$ cat src/hw/rtl/date_difference_days_macros.svh
// ----------------------------------------------------------------------------
// date difference assertion macros
// shared property forms for the date difference block
// ----------------------------------------------------------------------------
`ifndef DATE_DIFFERENCE_DAYS_MACROS_SVH
`define DATE_DIFFERENCE_DAYS_MACROS_SVH

// same-cycle implication, quiet during reset
`define DDD_ASSERT_SAME(label, ante, cons) \
    label: assert property (@(posedge clk) disable iff (!rst_n) (ante) |-> (cons)) \
        else $error("date difference same-cycle check failed");

// next-cycle implication, quiet during reset
`define DDD_ASSERT_NEXT(label, ante, cons) \
    label: assert property (@(posedge clk) disable iff (!rst_n) (ante) |=> (cons)) \
        else $error("date difference next-cycle check failed");

`endif

$ cat src/hw/rtl/ddd_pkg.sv
// ----------------------------------------------------------------------------
// ddd_pkg
// types, constants and calendar tables for the date difference pipeline
// ----------------------------------------------------------------------------
package ddd_pkg;

    localparam int DAY_W   = 5;
    localparam int MONTH_W = 4;
    localparam int YEAR_W  = 14;
    localparam int COUNT_W = 22;
    localparam int IN_W    = 48;
    localparam int OUT_W   = 24;

    localparam logic [YEAR_W-1:0]  YEAR_MIN  = 14'd1;
    localparam logic [YEAR_W-1:0]  YEAR_MAX  = 14'd9999;
    localparam logic [MONTH_W-1:0] MONTH_FEB = 4'd2;
    localparam logic [MONTH_W-1:0] MONTH_DEC = 4'd12;

    // floor(x / 25) = (x * RECIP_25) >> RECIP_SHIFT for x below 4096
    localparam logic [12:0] RECIP_25    = 13'd5243;
    localparam int          RECIP_SHIFT = 17;
    localparam logic [4:0]  DIV_25      = 5'd25;
    localparam logic [8:0]  DAYS_YEAR   = 9'd365;

    // stage 1: decoded date with the reciprocal products
    typedef struct packed {
        logic [DAY_W-1:0]  day;
        logic [1:0]        y_lsb;      // year mod 4
        logic [11:0]       y_quarter;  // year / 4
        logic [24:0]       prod_y;     // (year / 4) * reciprocal of 25
        logic [YEAR_W-1:0] ya;         // year shifted to start in march
        logic [24:0]       prod_a;     // (ya / 4) * reciprocal of 25
        logic [8:0]        offset;     // days from 1 march to month start
        logic [DAY_W-1:0]  base_len;   // month length in a common year
        logic              is_feb;
        logic              range_ok;   // month and year in range
    } date_s1_t;

    // stage 2: validity and the day number in two parts
    typedef struct packed {
        logic [COUNT_W-1:0] partial;   // day number without century terms
        logic [6:0]         century;   // ya/100 - ya/400
        logic               valid;
    } date_s2_t;

    // days from 1 march to the first day of the month
    function automatic logic [8:0] month_offset(input logic [MONTH_W-1:0] m);
        logic [8:0] r;
        case (m)
            4'd1:    r = 9'd306;
            4'd2:    r = 9'd337;
            4'd3:    r = 9'd0;
            4'd4:    r = 9'd31;
            4'd5:    r = 9'd61;
            4'd6:    r = 9'd92;
            4'd7:    r = 9'd122;
            4'd8:    r = 9'd153;
            4'd9:    r = 9'd184;
            4'd10:   r = 9'd214;
            4'd11:   r = 9'd245;
            4'd12:   r = 9'd275;
            default: r = 9'd0;
        endcase
        return r;
    endfunction

    // month length in a common year
    function automatic logic [DAY_W-1:0] month_len(input logic [MONTH_W-1:0] m);
        logic [DAY_W-1:0] r;
        case (m)
            4'd2:                 r = 5'd28;
            4'd4, 4'd6, 4'd9, 4'd11: r = 5'd30;
            default:              r = 5'd31;
        endcase
        return r;
    endfunction

endpackage

$ cat src/hw/rtl/date_difference_days.sv
// ----------------------------------------------------------------------------
// date_difference_days
// days between two gregorian dates, four-stage pipeline
//
// usage:
//   s_axis carries one date pair per beat, m_axis one day count per beat.
//   each accepted beat gives exactly one result beat, in order.
//   an accepted beat moves through the stage registers into the output
//   register; a new beat can be accepted every cycle while m_axis is not stalled.
//   the stages are: date decode with reciprocal products, leap year and
//   partial day number, full day number, then compare and subtract into
//   the output register. the constant multiplies by 5243 and by 365 set
//   the depth of the first two stages.
//   the whole pipeline advances together: when m_axis holds a beat that is
//   not taken, every stage holds and s_axis_tready drops, so nothing is lost
//   or repeated. empty stages do not stall, bubbles fill in behind.
//   reset clears every valid bit; payload registers are not reset.
//   an out-of-range day, month or year sets invalid_date with count zero.
//   otherwise count is end minus start when start is earlier, else zero,
//   plus one when include_end is set.
// ----------------------------------------------------------------------------
`include "date_difference_days_macros.svh"
module date_difference_days (
    input  logic                     clk,
    input  logic                     rst_n,
    input  logic                     s_axis_tvalid,
    output logic                     s_axis_tready,
    // start_day, start_month, start_year, end_day, end_month, end_year,
    // include_end, one zero pad bit
    input  logic [ddd_pkg::IN_W-1:0] s_axis_tdata,
    output logic                     m_axis_tvalid,
    input  logic                     m_axis_tready,
    // day_count, invalid_date, one zero pad bit
    output logic [ddd_pkg::OUT_W-1:0] m_axis_tdata
);
    import ddd_pkg::*;

    // global advance: the output slot is free or being drained this cycle
    logic advance;

    // input unpack, index 0 is the start date, 1 the end date
    logic [DAY_W-1:0]   in_day   [2];
    logic [MONTH_W-1:0] in_month [2];
    logic [YEAR_W-1:0]  in_year  [2];
    logic               in_inc;

    date_s1_t s1_next [2];
    date_s1_t s1_reg  [2];
    date_s2_t s2_next [2];
    date_s2_t s2_reg  [2];
    logic [COUNT_W-1:0] dn_next [2];
    logic [COUNT_W-1:0] dn_reg  [2];

    logic v1_reg, v2_reg, v3_reg, out_valid_reg;
    logic inc1_reg, inc2_reg, inc3_reg;
    logic ok3_next, ok3_reg;

    logic [COUNT_W-1:0] count_next, count_reg;
    logic               invalid_next, invalid_reg;

    assign in_day[0]   = s_axis_tdata[4:0];
    assign in_month[0] = s_axis_tdata[8:5];
    assign in_year[0]  = s_axis_tdata[22:9];
    assign in_day[1]   = s_axis_tdata[27:23];
    assign in_month[1] = s_axis_tdata[31:28];
    assign in_year[1]  = s_axis_tdata[45:32];
    assign in_inc      = s_axis_tdata[46];

    assign advance       = !out_valid_reg || m_axis_tready;
    assign s_axis_tready = advance;

    // ------------------------------------------------------------------
    // per-date stages 1 to 3
    // ------------------------------------------------------------------
    for (genvar i = 0; i < 2; i++) begin : g_date
        logic [YEAR_W-1:0] ya;
        logic [6:0]        q_y;
        logic [11:0]       rem_y;
        logic              leap;
        logic [DAY_W-1:0]  len;
        logic [6:0]        q_a;
        logic [11:0]       ya_quarter;

        // stage 1: march-based year, month tables, reciprocal products
        always_comb
        begin
            ya = (in_month[i] <= MONTH_FEB) ? in_year[i] - YEAR_MIN : in_year[i];
            s1_next[i].day       = in_day[i];
            s1_next[i].y_lsb     = in_year[i][1:0];
            s1_next[i].y_quarter = in_year[i][YEAR_W-1:2];
            s1_next[i].prod_y    = 25'(in_year[i][YEAR_W-1:2]) * 25'(RECIP_25);
            s1_next[i].ya        = ya;
            s1_next[i].prod_a    = 25'(ya[YEAR_W-1:2]) * 25'(RECIP_25);
            s1_next[i].offset    = month_offset(in_month[i]);
            s1_next[i].base_len  = month_len(in_month[i]);
            s1_next[i].is_feb    = (in_month[i] == MONTH_FEB);
            s1_next[i].range_ok  = (in_month[i] != '0) && (in_month[i] <= MONTH_DEC)
                                   && (in_year[i] >= YEAR_MIN) && (in_year[i] <= YEAR_MAX);
        end

        // stage 2: leap rule, day check, day number without century terms
        always_comb
        begin
            q_y   = s1_reg[i].prod_y[RECIP_SHIFT+6:RECIP_SHIFT];
            rem_y = s1_reg[i].y_quarter - 12'(q_y) * 12'(DIV_25);
            // divisible by 4, and not a century unless also by 400
            leap  = (s1_reg[i].y_lsb == 2'd0) && ((rem_y != '0) || (q_y[1:0] == 2'd0));
            len   = s1_reg[i].base_len + DAY_W'(s1_reg[i].is_feb && leap);
            q_a   = s1_reg[i].prod_a[RECIP_SHIFT+6:RECIP_SHIFT];
            ya_quarter = s1_reg[i].ya[YEAR_W-1:2];
            s2_next[i].valid   = s1_reg[i].range_ok && (s1_reg[i].day != '0)
                                 && (s1_reg[i].day <= len);
            s2_next[i].partial = COUNT_W'(s1_reg[i].ya) * COUNT_W'(DAYS_YEAR)
                                 + COUNT_W'(ya_quarter) + COUNT_W'(s1_reg[i].offset)
                                 + COUNT_W'(s1_reg[i].day) - COUNT_W'(1);
            s2_next[i].century = q_a - {2'b00, q_a[6:2]};
        end

        // stage 3: full day number
        assign dn_next[i] = s2_reg[i].partial - COUNT_W'(s2_reg[i].century);

        always_ff @(posedge clk)
        begin
            if (advance)
            begin
                s1_reg[i] <= s1_next[i];
                s2_reg[i] <= s2_next[i];
                dn_reg[i] <= dn_next[i];
            end
        end
    end

    assign ok3_next = s2_reg[0].valid && s2_reg[1].valid;

    // stage 4: compare, subtract and add the end day
    always_comb
    begin
        count_next   = '0;
        invalid_next = !ok3_reg;
        if (ok3_reg)
        begin
            if (dn_reg[0] < dn_reg[1])
            begin
                count_next = dn_reg[1] - dn_reg[0];
            end
            count_next = count_next + COUNT_W'(inc3_reg);
        end
    end

    // payload side registers
    always_ff @(posedge clk)
    begin
        if (advance)
        begin
            inc1_reg    <= in_inc;
            inc2_reg    <= inc1_reg;
            inc3_reg    <= inc2_reg;
            ok3_reg     <= ok3_next;
            count_reg   <= count_next;
            invalid_reg <= invalid_next;
        end
    end

    // valid bits travel with the data
    always_ff @(posedge clk or negedge rst_n)
    begin
        if (!rst_n)
        begin
            v1_reg        <= 1'b0;
            v2_reg        <= 1'b0;
            v3_reg        <= 1'b0;
            out_valid_reg <= 1'b0;
        end
        else if (advance)
        begin
            v1_reg        <= s_axis_tvalid;
            v2_reg        <= v1_reg;
            v3_reg        <= v2_reg;
            out_valid_reg <= v3_reg;
        end
    end

    assign m_axis_tvalid = out_valid_reg;
    assign m_axis_tdata  = {1'b0, invalid_reg, count_reg};

    // ------------------------------------------------------------------
    // assertions
    // ------------------------------------------------------------------
    // an accepted beat always lands in the first stage
    `DDD_ASSERT_NEXT(a_accept_enters, s_axis_tvalid && s_axis_tready, v1_reg)
    // the last stage moves into the output register when the pipe advances
    `DDD_ASSERT_NEXT(a_stage_to_out, v3_reg && advance, m_axis_tvalid)
    // an invalid date never carries a count
    `DDD_ASSERT_SAME(a_invalid_zero, m_axis_tvalid && m_axis_tdata[22],
        m_axis_tdata[21:0] == '0)

endmodule

$ cat config.mk
export PLATFORM = sky130hd
export DESIGN_NAME = date_difference_days
export DESIGN_NICKNAME = d
export VERILOG_FILES = /design/src/hw/rtl/ddd_pkg.sv /design/src/hw/rtl/date_difference_days.sv
export VERILOG_INCLUDE_DIRS = /design/src /design/src/hw/rtl
export SDC_FILE = /design/constraint.sdc
export NUM_CORES = 2
export LEC_CHECK = 0
export ABC_AREA = 0
export BUFFER_PORTS_ARGS = -buffer_cell sky130_fd_sc_hd__buf_2
export CORE_MARGIN = 1
export CORE_UTILIZATION = 31
export DETAILED_ROUTE_END_ITERATION = 7
export GPL_TIMING_DRIVEN = 0
export PLACE_DENSITY = 0.53
export REMOVE_ABC_BUFFERS = 1
export SYNTH_ARGS = -nofsm -noshare
export SYNTH_HDL_FRONTEND = slang
export SYNTH_SLANG_ARGS = --single-unit
$ cat constraint.sdc
create_clock -name clk -period 8.5 [get_ports clk]
set_input_delay 0.85 -clock clk [delete_from_list [all_inputs] [get_ports clk]]
set_output_delay 0.85 -clock clk [all_outputs]
set_load 0.01 [all_outputs]
== Yosys cells after proc, flatten, opt, wreduce, memory -nomap -nowiden ==
Memories as Yosys holds them, arrays and structs flattened.
Cells that the tools add are included.
Cells by class
  add/sub/neg operators: 20
  multiply operators: 8
  order comparisons: 11
  equal/unequal tests: 10
  mux-type cells: 8
  reductions and logical operators: 32
Operator list (count)
  $mul 12x13->25 const B: 4
  $add 22x12->22: 2
  $add 22x5->22: 2
  $add 22x9->22: 2
  $mul 14x9->22 const B: 2
  $mux 22: 2
  $sub 22x1->22 const B: 2
  $sub 22x7->22: 2
  $ge 14x1->1 const B: 2
  $le 14x14->1 const B: 2
  $mux 14: 2
  $sub 14x1->14 const B: 2
  $mul 7x5->12 const B: 2
  $reduce_bool 12->1: 2
  $sub 12x12->12: 2
  $add 22x1->22: 1
  $lt 22x22->1: 1
  $sub 22x22->22: 1
  $eq 4x3->1 const B: 4
  $eq 4x4->1 const B: 4
  $logic_and 1x1->1: 15
  $sub 7x5->7: 2
  $add 5x1->5: 2
  $le 5x5->1: 2
  11 further kinds: 25
Storage, ports and cells
  flip-flop bits (word level): 31
  RAM bits: 296
  memory bits (read-only): 288
  logic and storage cells: 104
  memories: 5
Memories
  s1_reg: depth 2, bits a word 96, read ports 2, clocked after memory_dff 0, write ports 2, RTL line date_difference_days.sv:48  | date_s1_t s1_reg [2];
  (no name shown): depth 16, bits a word 9, read ports 1, clocked after memory_dff 0, write ports 0, RTL line ddd_pkg.sv:49  | case (m)
  (no name shown): depth 16, bits a word 9, read ports 1, clocked after memory_dff 0, write ports 0, RTL line ddd_pkg.sv:49
  s2_reg: depth 2, bits a word 30, read ports 2, clocked after memory_dff 0, write ports 2, RTL line date_difference_days.sv:50  | date_s2_t s2_reg [2];
  dn_reg: depth 2, bits a word 22, read ports 2, clocked after memory_dff 0, write ports 2, RTL line date_difference_days.sv:52  | logic [COUNT_W-1:0] dn_reg [2];

== Depth between registers and ports, before layout ==
An unclocked memory read counts as a cell.
  depth in word-level cells: 10
  mapped depth: 29
  depth with buffers taken out: 29

== Least setup slack after synthesis ==
No wires, ideal clock.
  path kind: input-to-reg
  start: in m_axis_tready
  end: reg v1_reg
  arrival: 7.956 ns
  path slack: 0.446 ns
  cell stages on the path: 2
  cell sequence: nand2b_1 mux2_2
Between the ends
  word-level cells in the longest chain between the ends: 1
RTL lines
  start, declared: RTL line date_difference_days.sv:32  | input logic m_axis_tready,
  $logic_or 1x1->1: RTL line date_difference_days.sv:69  | assign advance = !out_valid_reg || m_axis_tready;
  end signal, assigned: RTL line date_difference_days.sv:176  | v1_reg <= s_axis_tvalid;
  end, declared: RTL line date_difference_days.sv:54  | logic v1_reg, v2_reg, v3_reg, out_valid_reg;
No other way between the ends.
A chain may end at the register's enable or synchronous reset.

==> run_summary.xml <==
<?xml version="1.0" encoding="UTF-8"?>
<metrics>
  <group name="global_routing">
    <metric name="first_global_vias" unit="">21200</metric>
    <metric name="global_route.usage.met1" unit="%">17.21</metric>
    <metric name="number_of_antenna_violations_at_the_first_check_in_global_routing" unit="">2</metric>
    <metric name="maximum_number_of_pins_on_one_net_before_global_route_repair" unit="">65</metric>
    <metric name="global_route.usage.total" unit="%">12.56</metric>
    <metric name="globalRouteOverflowTotal" unit="">0</metric>
    <metric name="grt_busiest_layer" unit="">met2</metric>
    <metric name="grtUsageMet2" unit="%">21.12</metric>
    <metric name="global_route.usage.met3" unit="%">1.364</metric>
    <metric name="first_pass_grt_wire_length" unit="µm">108100</metric>
  </group>
  <group name="sta">
    <metric name="slew_viol_final" unit="">0</metric>
    <metric name="worst_slew_margin" unit="%">31.94</metric>
    <metric name="max_slew.worst_pin.slew" unit="ns">1.014</metric>
    <metric name="skew" unit="ns">0.03942</metric>
    <metric name="hold_violations" unit="">0</metric>
    <metric name="totalNegativeSetupSlack" unit="ns">0</metric>
    <metric name="setup_repair_after_global_routing_missed_its_margin" unit="">false</metric>
    <metric name="final_period_minus_worst_setup_slack" unit="ns">7.864</metric>
    <metric name="final_report_setup_violation_count" unit="">0</metric>
    <metric name="fmax" unit="GHz">0.1272</metric>
    <metric name="final_min_period_over_clock_period" unit="%">92.52</metric>
  </group>
  <group name="clock_network">
    <metric name="cts_htree_levels" unit="">2</metric>
    <metric name="tritoncts.num_buffers" unit="">36</metric>
    <metric name="clkSlewWorstSetupHoldPaths" unit="ns">0.05</metric>
    <metric name="cts-root-to-sink-buffers" unit="">3</metric>
    <metric name="cts_tree" unit="">done</metric>
    <metric name="cts.sink_count" unit="">255</metric>
    <metric name="post_cts_buffers" unit="">0</metric>
    <metric name="clock_insertion_delay_worst_skew" unit="ns">0.59</metric>
    <metric name="cts-root-buf" unit="">clkbuf_16</metric>
  </group>
  <group name="placed_design">
    <metric name="place_hpwl" unit="µm">54650</metric>
    <metric name="post_dp_cell_area" unit="mm²">0.03466</metric>
    <metric name="place_inst" unit="">4511</metric>
    <metric name="globalplace.congestion" unit="">0.8298</metric>
    <metric name="io_buffer_count" unit="">75</metric>
  </group>
  <group name="setup_path">
    <metric name="r2r_setup_slack" unit="ns">2.46</metric>
    <metric name="worstSetupPathType" unit="">in -&gt; reg</metric>
    <metric name="critical_path.max_fanout" unit="">11</metric>
    <metric name="worst_r2r_path_depth" unit="">15</metric>
    <metric name="critPathLaunchType" unit="">input pin</metric>
    <metric name="worst-endpoint-arrival" unit="ns">8.20</metric>
    <metric name="worst-endpoint-required" unit="ns">8.84</metric>
    <metric name="r2r-end" unit="">s2_reg[0][28]</metric>
    <metric name="reg2reg_from" unit="">s1_reg[0][42]</metric>
    <metric name="timing.critical_path.to" unit="">s1_reg[0][132]</metric>
    <metric name="largest_stage_delay_on_the_critical_path" unit="ns">0.74</metric>
    <metric name="crit_path_top_delay_cell" unit="">xnor2_1</metric>
    <metric name="cp-startpoint" unit="">s_axis_tdata[28]</metric>
    <metric name="crit_path_end_kind" unit="">flop</metric>
  </group>
  <group name="final_layout">
    <metric name="stdcell_area" unit="mm²">0.03583</metric>
    <metric name="syn2layout_area_growth" unit="%">10.11</metric>
    <metric name="antennaDiodeCount" unit="">0</metric>
    <metric name="instances_no_fill" unit="">4576</metric>
    <metric name="layout-drive-gt1-share" unit="%">5.413</metric>
    <metric name="number_of_flip_flops_in_the_largest_register" unit="">120</metric>
    <metric name="nets" unit="">4220</metric>
  </group>
  <group name="die">
    <metric name="i_o_pins" unit="">78</metric>
    <metric name="core.rowCount" unit="">118</metric>
    <metric name="die_height" unit="µm">326.0</metric>
    <metric name="floorplan.die.width" unit="µm">326.0</metric>
    <metric name="area_of_the_placeable_core" unit="mm²">0.1038</metric>
    <metric name="start_util" unit="%">31.35</metric>
    <metric name="fp.dieArea" unit="mm²">0.1063</metric>
  </group>
  <group name="drt">
    <metric name="average_vias_per_placed_instance" unit="">4.408</metric>
    <metric name="routed_wire_length_per_instance" unit="µm">13.94</metric>
    <metric name="route.final.wire_length" unit="µm">63780</metric>
    <metric name="ant_nets" unit="">0</metric>
    <metric name="initial_drt_pass_iterations" unit="">5</metric>
    <metric name="detail_route.iter0.violations" unit="">727</metric>
    <metric name="detail_route.drc_violations" unit="">0</metric>
    <metric name="detailroute.via_count" unit="">20170</metric>
  </group>
  <group name="synth">
    <metric name="ys_types" unit="">84</metric>
    <metric name="synth-edff-count" unit="">251</metric>
    <metric name="synth_flop_cell" unit="">edfxtp_1</metric>
    <metric name="synth.yosys.seq_area_share" unit="%">23.47</metric>
    <metric name="synthesized_netlist_cell_count" unit="">3073</metric>
    <metric name="avgSynthCellArea" unit="µm²">10.59</metric>
    <metric name="synthesis.area" unit="mm²">0.03254</metric>
    <metric name="synth-seq-cells" unit="">255</metric>
    <metric name="postSynth.asyncResetShare" unit="%">1.569</metric>
    <metric name="number_of_warnings_issued_by_yosys" unit="">0</metric>
  </group>
  <group name="hold_path">
    <metric name="hold_path.class" unit="">reg -&gt; reg</metric>
  </group>
  <group name="flow_run">
    <metric name="max_cap_viol_count" unit="">0</metric>
  </group>
  <group name="run_status">
    <metric name="result_of_the_run" unit="">complete, no violations</metric>
  </group>
</metrics>
==> cells by family after synthesis <==
logic type,share of synthesized area [%]
other cells,0.01152
fa+ha+maj,46.82
flops,23.47
compound gates,6.983
buf+inv,8.932
xor+xnor,5.406
mux,0.7345
simple gates,7.644
==> per-stage QoR <==
stage                     utilization [%]  hold slack (ns)  setup WS [ns]
after floorplan                         -           0.4003         0.4461
after global placement              33.28           0.4105         -3.465
after detailed placement            33.39           0.4063        0.01453
after CTS                           34.52           0.3808         0.6463
after global routing                34.52           0.4031        0.05000
final                               34.52           0.4179         0.6355
==> worst min-delay path by stage <==
stage	endpoint	startpoint	cells past startpoint
global placement	inc3_reg	inc2_reg	0
global route	s1_reg[0][189]	s_axis_tdata[25]	1
CTS	s1_reg[0][189]	s_axis_tdata[25]	1
detailed placement	inc2_reg	inc1_reg	0
finish	inc2_reg	inc1_reg	0
floorplan	inc2_reg	inc1_reg	0
==> cells in the final DEF (no fill, tap or decap), drive strengths merged, types with 52 or more instances in the layout <==
master and count:
buf 79, edfxtp 251, nor2 132, inv 750, nand3 52, nand2 82
o21ai 71, a21oi 95, xnor2 148, fa 366, xor2 52, ha 632
==> cells in the mapped netlist (all sizes together) (8+ instances only) <==
| cell | number | area [µm²] |
|---|---|---|
| fa | 366 | 7327 |
| edfxtp | 251 | 7537 |
| nor4 | 13 | 96.34 |
| a21o | 29 | 219.0 |
| xnor2 | 148 | 1304 |
| or3 | 24 | 150.1 |
| o31ai | 9 | 67.56 |
| nor2 | 132 | 498.0 |
| a21boi | 11 | 82.58 |
| o21ai | 71 | 359.1 |
| nand2b | 33 | 214.0 |
| ha | 632 | 7908 |
| nand3 | 52 | 260.3 |
| a211oi | 13 | 97.59 |
| o21a | 22 | 165.2 |
| o211ai | 9 | 67.56 |
| nor2b | 22 | 137.6 |
| nand2 | 82 | 307.8 |
| xor2 | 52 | 455.4 |
| clkbuf | 14 | 52.55 |
| a21oi | 95 | 479.2 |
| and3 | 19 | 120.1 |
| and2 | 10 | 62.56 |
| o41ai | 10 | 87.58 |
| a31oi | 8 | 50.05 |
| nor3 | 46 | 230.2 |
| nand3b | 9 | 67.56 |
| inv | 748 | 2808 |
| nand4 | 25 | 156.4 |
| or2 | 9 | 56.31 |
==> worst max-delay path: cells and delay by family <==
family          cells  cell delay (ns)
fa+ha+maj           7             3.11
compound gates      8             2.10
xor+xnor            2             0.81
simple gates        4             0.78
buf+inv             6             0.54
==> routing by layer <==
metal / up-vias / wire length [µm]
li1: 10330 / -
met5: - / 0
met2: 164 / 29740
met3: 51 / 1574
met1: 9628 / 31430
met4: 0 / 1039
==> cell type report <==
| cell class | count | area, µm² |
|---|---|---|
| clock buffer | 42 | 965.9 |
| clock inverter | 22 | 192.7 |
| fill | 10500 | 67960 |
| inverter | 748 | 2808 |
| multi-input combinational | 2049 | 22000 |
| sequential | 255 | 7637 |
| tap | 1380 | 1727 |
| timing repair buffer | 80 | 495.5 |
==> timing repair <==
item / CTS / global route
resized for setup: 0 / 0
hold endpoints to repair: 1 / 0
hold buffers: 1 / 0
Power is not shown: default switching activity piles up to over one toggle a cycle in this logic, so the estimate is an artifact.
